==> src/rtl/rhtt_pkg.sv <==
`default_nettype none

package rhtt_pkg;

    // Number of region slots in the chain.
    localparam int SLOTS = 16;

    // Width of a cell position, and the width used to compare it against a slot number.
    localparam int IDX_W = (SLOTS > 1) ? $clog2(SLOTS) : 1;
    localparam int CMP_W = (IDX_W > 4) ? IDX_W : 4;

    // Field widths of the stream payloads.
    localparam int IN_DATA_W  = 104;
    localparam int OUT_DATA_W = 24;
    localparam int RES_W      = 22;

    // Operation codes.
    typedef enum logic [2:0] {
        OP_ADD    = 3'd0,
        OP_REMOVE = 3'd1,
        OP_EDIT   = 3'd2,
        OP_CLICK  = 3'd3,
        OP_QUERY  = 3'd4
    } op_t;

    // Inclusive rectangle bounds, x_left in the lowest bits.
    typedef struct packed {
        logic signed [15:0] y_bottom;
        logic signed [15:0] x_right;
        logic signed [15:0] y_top;
        logic signed [15:0] x_left;
    } rect_t;

    // Request as it travels down the chain, with the answers gathered so far.
    typedef struct packed {
        op_t                func;
        logic [3:0]         slot;
        rect_t              rect;
        logic signed [15:0] point_x;
        logic signed [15:0] point_y;
        logic               claimed;
        logic [3:0]         idx;
        logic               got;
    } cmd_t;

    // Result, slot_index in the lowest bits.
    typedef struct packed {
        logic [15:0] hit_mask;
        logic        slot_clicked;
        logic        table_full;
        logic [3:0]  slot_index;
    } res_t;

endpackage

`default_nettype wire

==> src/rtl/rhtt_cell.sv <==
`default_nettype none

module rhtt_cell (
    input  wire logic                         clk,
    input  wire logic                         rst_n,
    input  wire logic [rhtt_pkg::IDX_W-1:0]   cell_id,
    input  wire logic                         tok_in_valid,
    input  wire rhtt_pkg::cmd_t               tok_in,
    output logic                              tok_out_valid,
    output rhtt_pkg::cmd_t                    tok_out,
    output logic                              flag
);

    logic             valid_reg;
    logic             valid_next;
    logic             flag_reg;
    logic             flag_next;
    rhtt_pkg::rect_t  rect_reg;
    rhtt_pkg::rect_t  rect_next;
    logic             tok_valid_reg;
    rhtt_pkg::cmd_t   tok_reg;
    rhtt_pkg::cmd_t   tok_next;
    logic             slot_match;
    logic             hit;

    // This cell is the one named by the request's slot field.
    assign slot_match = (rhtt_pkg::CMP_W'(tok_in.slot) == rhtt_pkg::CMP_W'(cell_id));

    // Inclusive point-in-rectangle test against the stored bounds.
    assign hit = (tok_in.point_x >= rect_reg.x_left) && (tok_in.point_x <= rect_reg.x_right) &&
                 (tok_in.point_y >= rect_reg.y_top) && (tok_in.point_y <= rect_reg.y_bottom);

    // Act on the passing request and update what travels on.
    always_comb
    begin
        valid_next = valid_reg;
        flag_next  = flag_reg;
        rect_next  = rect_reg;
        tok_next   = tok_in;
        if (tok_in_valid)
        begin
            unique case (tok_in.func)
                rhtt_pkg::OP_ADD:
                begin
                    if (!tok_in.claimed && !valid_reg)
                    begin
                        valid_next       = 1'b1;
                        flag_next        = 1'b0;
                        rect_next        = tok_in.rect;
                        tok_next.claimed = 1'b1;
                        tok_next.idx     = 4'(cell_id);
                    end
                end
                rhtt_pkg::OP_REMOVE:
                begin
                    if (slot_match)
                    begin
                        valid_next = 1'b0;
                        flag_next  = 1'b0;
                    end
                end
                rhtt_pkg::OP_EDIT:
                begin
                    if (slot_match && valid_reg)
                    begin
                        rect_next = tok_in.rect;
                    end
                end
                rhtt_pkg::OP_CLICK:
                begin
                    if (valid_reg)
                    begin
                        flag_next = hit;
                    end
                end
                rhtt_pkg::OP_QUERY:
                begin
                    if (slot_match && flag_reg)
                    begin
                        tok_next.got = 1'b1;
                    end
                end
                default:
                begin
                    tok_next = tok_in;
                end
            endcase
        end
    end

    // Control state of the cell.
    always_ff @(posedge clk or negedge rst_n)
    begin
        if (!rst_n)
        begin
            valid_reg     <= 1'b0;
            flag_reg      <= 1'b0;
            tok_valid_reg <= 1'b0;
        end
        else
        begin
            valid_reg     <= valid_next;
            flag_reg      <= flag_next;
            tok_valid_reg <= tok_in_valid;
        end
    end

    // Bounds and the request handed to the neighbor.
    always_ff @(posedge clk)
    begin
        rect_reg <= rect_next;
        if (tok_in_valid)
        begin
            tok_reg <= tok_next;
        end
    end

    assign tok_out_valid = tok_valid_reg;
    assign tok_out       = tok_reg;
    assign flag          = flag_reg;

endmodule

`default_nettype wire

==> src/rtl/region_hit_test_table_top.sv <==
// An accepted request passes through the register of each cell in turn and then the output
// register before m_tvalid rises. One request is handled at a time: the request walks the cell
// chain and the next one enters once the result has moved into the output register.
// A finished result waits in the output register while the next request is taken.
// Reset (rst_n low, asynchronous) empties every slot and clears all clicked flags.
`default_nettype none

module region_hit_test_table_top (
    input  wire logic                                clk,
    input  wire logic                                rst_n,
    input  wire logic                                s_tvalid,
    output logic                                     s_tready,
    // func[2:0], slot[6:3], x_left[22:7], y_top[38:23], x_right[54:39],
    // y_bottom[70:55], point_x[86:71], point_y[102:87], zero[103]
    input  wire logic [rhtt_pkg::IN_DATA_W-1:0]      s_tdata,
    output logic                                     m_tvalid,
    input  wire logic                                m_tready,
    // slot_index[3:0], table_full[4], slot_clicked[5], hit_mask[21:6], zero[23:22]
    output logic [rhtt_pkg::OUT_DATA_W-1:0]          m_tdata
);

    logic                  accept;
    rhtt_pkg::cmd_t        entry;
    logic                  chain_valid [rhtt_pkg::SLOTS];
    rhtt_pkg::cmd_t        chain_tok   [rhtt_pkg::SLOTS];
    logic [rhtt_pkg::SLOTS-1:0] flags;
    logic [15:0]           hit_mask;
    rhtt_pkg::cmd_t        last_tok;
    logic                  last_valid;
    rhtt_pkg::res_t        res;
    logic                  busy_reg;
    logic                  busy_next;
    logic                  out_valid_reg;
    logic                  out_valid_next;
    rhtt_pkg::res_t        out_reg;
    rhtt_pkg::res_t        out_next;
    logic                  pend_valid_reg;
    logic                  pend_valid_next;
    rhtt_pkg::res_t        pend_reg;
    rhtt_pkg::res_t        pend_next;
    logic                  out_free;

    assign s_tready = !busy_reg;
    assign accept   = s_tvalid && s_tready;

    // Unpack the request; the answer fields start cleared.
    always_comb
    begin
        entry.func     = rhtt_pkg::op_t'(s_tdata[2:0]);
        entry.slot     = s_tdata[6:3];
        entry.rect     = s_tdata[70:7];
        entry.point_x  = s_tdata[86:71];
        entry.point_y  = s_tdata[102:87];
        entry.claimed  = 1'b0;
        entry.idx      = 4'd0;
        entry.got      = 1'b0;
    end

    // The chain of slot cells, each handing the request to the next.
    for (genvar g = 0; g < rhtt_pkg::SLOTS; g++)
    begin : g_cell
        logic           in_valid;
        rhtt_pkg::cmd_t in_tok;
        if (g == 0)
        begin : g_head
            assign in_valid = accept;
            assign in_tok   = entry;
        end
        else
        begin : g_link
            assign in_valid = chain_valid[g-1];
            assign in_tok   = chain_tok[g-1];
        end
        rhtt_cell u_cell (
            .clk           (clk),
            .rst_n         (rst_n),
            .cell_id       (rhtt_pkg::IDX_W'(g)),
            .tok_in_valid  (in_valid),
            .tok_in        (in_tok),
            .tok_out_valid (chain_valid[g]),
            .tok_out       (chain_tok[g]),
            .flag          (flags[g])
        );
    end

    // Flags of the first sixteen slots form the mask.
    for (genvar m = 0; m < 16; m++)
    begin : g_mask
        if (m < rhtt_pkg::SLOTS)
        begin : g_used
            assign hit_mask[m] = flags[m];
        end
        else
        begin : g_unused
            assign hit_mask[m] = 1'b0;
        end
    end

    assign last_valid = chain_valid[rhtt_pkg::SLOTS-1];
    assign last_tok   = chain_tok[rhtt_pkg::SLOTS-1];

    // Result of the request leaving the chain.
    always_comb
    begin
        res.slot_index   = last_tok.idx;
        res.table_full   = (last_tok.func == rhtt_pkg::OP_ADD) && !last_tok.claimed;
        res.slot_clicked = last_tok.got;
        res.hit_mask     = hit_mask;
    end

    assign out_free = !out_valid_reg || m_tready;

    // Output register with a holding register behind it.
    always_comb
    begin
        busy_next       = busy_reg;
        out_valid_next  = out_valid_reg && !m_tready;
        out_next        = out_reg;
        pend_valid_next = pend_valid_reg;
        pend_next       = pend_reg;
        if (accept)
        begin
            busy_next = 1'b1;
        end
        priority if (pend_valid_reg)
        begin
            if (out_free)
            begin
                out_valid_next  = 1'b1;
                out_next        = pend_reg;
                pend_valid_next = 1'b0;
                busy_next       = 1'b0;
            end
        end
        else if (last_valid)
        begin
            if (out_free)
            begin
                out_valid_next = 1'b1;
                out_next       = res;
                busy_next      = 1'b0;
            end
            else
            begin
                pend_valid_next = 1'b1;
                pend_next       = res;
            end
        end
        else
        begin
            // Nothing leaves the chain in this cycle.
        end
    end

    always_ff @(posedge clk or negedge rst_n)
    begin
        if (!rst_n)
        begin
            busy_reg       <= 1'b0;
            out_valid_reg  <= 1'b0;
            pend_valid_reg <= 1'b0;
        end
        else
        begin
            busy_reg       <= busy_next;
            out_valid_reg  <= out_valid_next;
            pend_valid_reg <= pend_valid_next;
        end
    end

    always_ff @(posedge clk)
    begin
        out_reg  <= out_next;
        pend_reg <= pend_next;
    end

    assign m_tvalid = out_valid_reg;
    assign m_tdata  = {(rhtt_pkg::OUT_DATA_W - rhtt_pkg::RES_W)'(0), out_reg};

endmodule

`default_nettype wire

==> config.mk <==
export PLATFORM = sky130hd
export DESIGN_NAME = region_hit_test_table_top
export DESIGN_NICKNAME = d
export VERILOG_FILES = /design/src/rtl/rhtt_pkg.sv /design/src/rtl/rhtt_cell.sv /design/src/rtl/region_hit_test_table_top.sv
export SDC_FILE = /design/constraint.sdc
export NUM_CORES = 2
export LEC_CHECK = 0
export ABC_CLOCK_PERIOD_IN_PS = 14600
export BUFFER_PORTS_ARGS = -buffer_cell sky130_fd_sc_hd__buf_4
export CAP_MARGIN = 30
export CORE_ASPECT_RATIO = 0.5
export CORE_MARGIN = 3
export CORE_UTILIZATION = 63
export DETAILED_ROUTE_END_ITERATION = 10
export HOLD_SLACK_MARGIN = 0.1
export PLACE_DENSITY = 0.8
export SYNTH_ARGS = -nofsm -noshare
export SYNTH_HDL_FRONTEND = slang
export SYNTH_SLANG_ARGS = --single-unit
export TNS_END_PERCENT = 20
==> constraint.sdc <==
create_clock -name clk -period 14.6 [get_ports clk]
set_input_delay 2.92 -clock clk [delete_from_list [all_inputs] [get_ports clk]]
set_output_delay 2.92 -clock clk [all_outputs]
set_load 0.02 [all_outputs]
==> results.cfg <==
[timing]
rsz0062_at_grt = no
final-setup-viol-count = 0
postLayoutSetupSlackWorst_ps = 9840
slew_violations = 0
finalHoldViolCount = 0
setup_total_negative_slack_ps = 0
relative_slew_slack_pct = 29.5
period_share_pct = 32.6
clock.fmax_ghz = 0.210
hold_slack_ps = 417
worst_slew_pin_slew_ps = 1060
period_minus_slack_ps = 4760
clock-skew-final_ps = 33.2

[setup_path]
critPathKind = input port to register
reg2reg_depth = 8
path_max_fanout = 4
reg2reg_to = g_cell[0].u_cell.flag$_DFFE_PN0P_
setup.worst_path.start_class = input port
crit_end = g_cell[0].u_cell.flag$_DFFE_PN0P_
setup.worst_path.start = s_tdata[102]
worstSetupEndpointType = register
worstPathArrival_ps = 5500
r2r_slack_ps = 11690
rr_startpoint = g_cell[0].u_cell.rect_reg[31]$_DFFE_PP_
worstPathRequired_ps = 15340

[synth]
postSynthRegisterBits = 2748
synthFlopType = sky130_fd_sc_hd__edfxtp_1
synth_area_um2 = 111000
top_post_synthesis_cells_by_area = sky130_fd_sc_hd__edfxtp_1 (73%), sky130_fd_sc_hd__ha_1 (12%), sky130_fd_sc_hd__inv_1 (3.5%)
syn-instance-count = 6822
ys_seq_area_share_pct = 74.2
ys_async_sr_fraction_pct = 1.86
synthMostInstantiatedCell = sky130_fd_sc_hd__edfxtp_1
synthDominantAreaCellType = sky130_fd_sc_hd__edfxtp_1
synth_enable_flop_cells = 2697
synthDistinctLibCells = 78
synthesis.area_per_instance_um2 = 16.3
synth_common_cells = sky130_fd_sc_hd__edfxtp_1 (2697), sky130_fd_sc_hd__inv_1 (1046), sky130_fd_sc_hd__ha_1 (1024), sky130_fd_sc_hd__a21oi_1 (357), sky130_fd_sc_hd__nand4_1 (194)
number_of_warnings_printed_during_yosys_synthesis = 0
synth_top_cell_area_share_pct = 73.1

[floorplan]
floorplan.io_pins = 134
std_cell_rows = 108
core_region_um2 = 174000
floorplan.initialDensity_pct = 63.6
chipWidth_um = 599
floorplan.die_area_um2 = 181000
die_height_um = 303

[run]
max_capacitance_violation_count = 0

[global_routing]
grt_pass1_wl_um = 308000
grt_pass1_vias = 56300
grtUsageTotal_pct = 21.9
initial_antenna_violation_count = 1
grt_start_max_net_pins = 83
grt_overflow_total = 0

[power_and_ir_drop]
p_sw_uw = 2870
sw_share_pct = 19.0
max-vdd-ir-drop_mv = 0.107
powerDensity_nw_per_um2 = 123
pwr-share-seq_pct = 58.4
power_leakage_uw = 0.0470
internal_power_uw = 12200
combinationalPowerShare_pct = 1.4
clock_network_power_share_pct = 40.2

[placement]
placed_area_um2 = 115000
dp_hpwl_um = 141000
gpl.final_weighted_congestion = 0.883
dp_slack_ps = 8950
numPortBuffers = 130
place.detailed.instances = 9295

[clock_network]
clock_tree_from_tritoncts = done
path_clk_slew_ps = 70
cts-hold-fix-buffers = 0
clock_latency_ps = 850
cts_made_buffers = 229
clockBufferDepth = 4
clock-sinks = 2748
htree_num_levels = 4
post_cts.resized_instances = 0
clock-root-buffer = sky130_fd_sc_hd__clkbuf_16
postCtsSetupBuffers = 0

[detailed_routing]
detailroute.via_count = 55500
routed_via_density = 5.71
initialDrtViolationCount = 4531
wirelength_um = 197000
route.antenna.remaining_nets = 0
drt-pass1-iter-count = 6
route.detailed.drc = 0
post_drt_wl_per_cell_um = 20.2

[final_layout]
num-fill-cells = 10300
area.growth.synth_to_final_pct = 10.5
flip_flop_count_of_the_largest_register_after_layout = 1629
finalNonFillerCells = 9713
postLayoutCellArea_um2 = 123000
post_route_cells_drive_above_1_share_pct = 7.89
finalNetCount = 8348

[min_path]
worstHoldPathType = register to register

[outcome]
status = finished clean
stage by stage:
| step | utilization (%) | total power, uW |
|---|---|---|
| floorplan | - | 9060 |
| global placement | 66.1 | 9160 |
| detailed placement | 66.1 | 9180 |
| CTS | 70.4 | 15200 |
| global route | 70.4 | 15500 |
| finish | 70.4 | 15100 |
placed cells by master, fill, tap and decap left out, drive strengths merged, types with 21 or more instances in the layout:
master   instances
and2            21
a2111oi         32
inv           1046
buf            170
clkinv          82
and4            24
a31oi           29
o211ai          49
dfrtp           51
nor3            80
mux2            29
nand4          194
a211oi          50
nand2          185
nor2b           71
o21ai          133
nand2b          53
nor2           180
o31ai           23
a21o           123
ha            1024
nor4            28
nand3           87
edfxtp        2697
clkbuf         310
a21oi          358
final cells by class:
class,instances,area [um2],share of cell area [%]
repair buffers,170,1290,1.05
clock buffers,310,6380,5.21
inverters,1046,3930,3.20
multi-input cells,3021,24700,20.2
clock inverters,107,1010,0.825
flip-flops and latches,2748,82300,67.2
well taps,2310,2890,2.36
diodes,1,2.50,0.00204
worst max-delay path, cell delays in order:
cell and delay, ps:
sky130_fd_sc_hd__buf_4 130, sky130_fd_sc_hd__ha_1 340, sky130_fd_sc_hd__and4_1 260, sky130_fd_sc_hd__nand2_1 130
sky130_fd_sc_hd__a2111oi_0 840, sky130_fd_sc_hd__a2111oi_0 250, sky130_fd_sc_hd__or3_1 400, sky130_fd_sc_hd__o41ai_1 220
logic make-up after synthesis:
kind of cell,Yosys count,synth area share (%)
flip-flops,2748,74.2
XOR/XNOR,1,0.00790
AO/OA/AOI/OAI,936,5.36
AND/OR/NAND/NOR,1014,4.86
buffers and inverters,1054,3.58
adder cells (fa/ha/maj),1024,11.6
other,1,0.00338
multiplexers,44,0.430
power by group through the flow:
| stage | sequential, uW | clock (uW) | combinational (uW) |
|---|---|---|---|
| floorplan | 8960 | 0 | 104 |
| global placement | 8960 | 0 | 198 |
| detailed placement | 8970 | 0 | 209 |
| CTS | 8800 | 6160 | 213 |
| global route | 8810 | 6480 | 239 |
| finish | 8800 | 6050 | 211 |
layer usage:
layer / vias up / GRT usage, % / part of all wire [%]
met5: - / 0 / 0
met3: 421 / 2.90 / 4.3
met4: 0 / 8.20 / 3.7
met1: 27000 / 29.8 / 43
li1: 26500 / - / -
met2: 1543 / 36.8 / 49
how the worst min path moves through the flow:
stage                                                       start                                       end  slack, ps  cells past startpoint
after floorplan           g_cell[14].u_cell.tok_out[38]$_DFFE_PP_   g_cell[15].u_cell.rect_reg[0]$_DFFE_PP_        400                      0
after global placement    g_cell[14].u_cell.tok_out[76]$_DFFE_PP_  g_cell[15].u_cell.rect_reg[38]$_DFFE_PP_        400                      0
after detailed placement  g_cell[14].u_cell.tok_out[57]$_DFFE_PP_  g_cell[15].u_cell.rect_reg[19]$_DFFE_PP_        400                      0
after CTS                 g_cell[14].u_cell.tok_out[57]$_DFFE_PP_  g_cell[15].u_cell.rect_reg[19]$_DFFE_PP_        420                      0
after global routing      g_cell[14].u_cell.tok_out[50]$_DFFE_PP_  g_cell[15].u_cell.rect_reg[12]$_DFFE_PP_        420                      0
final                     g_cell[14].u_cell.tok_out[57]$_DFFE_PP_  g_cell[15].u_cell.rect_reg[19]$_DFFE_PP_        420                      0
(Power assumes the default switching activity.)
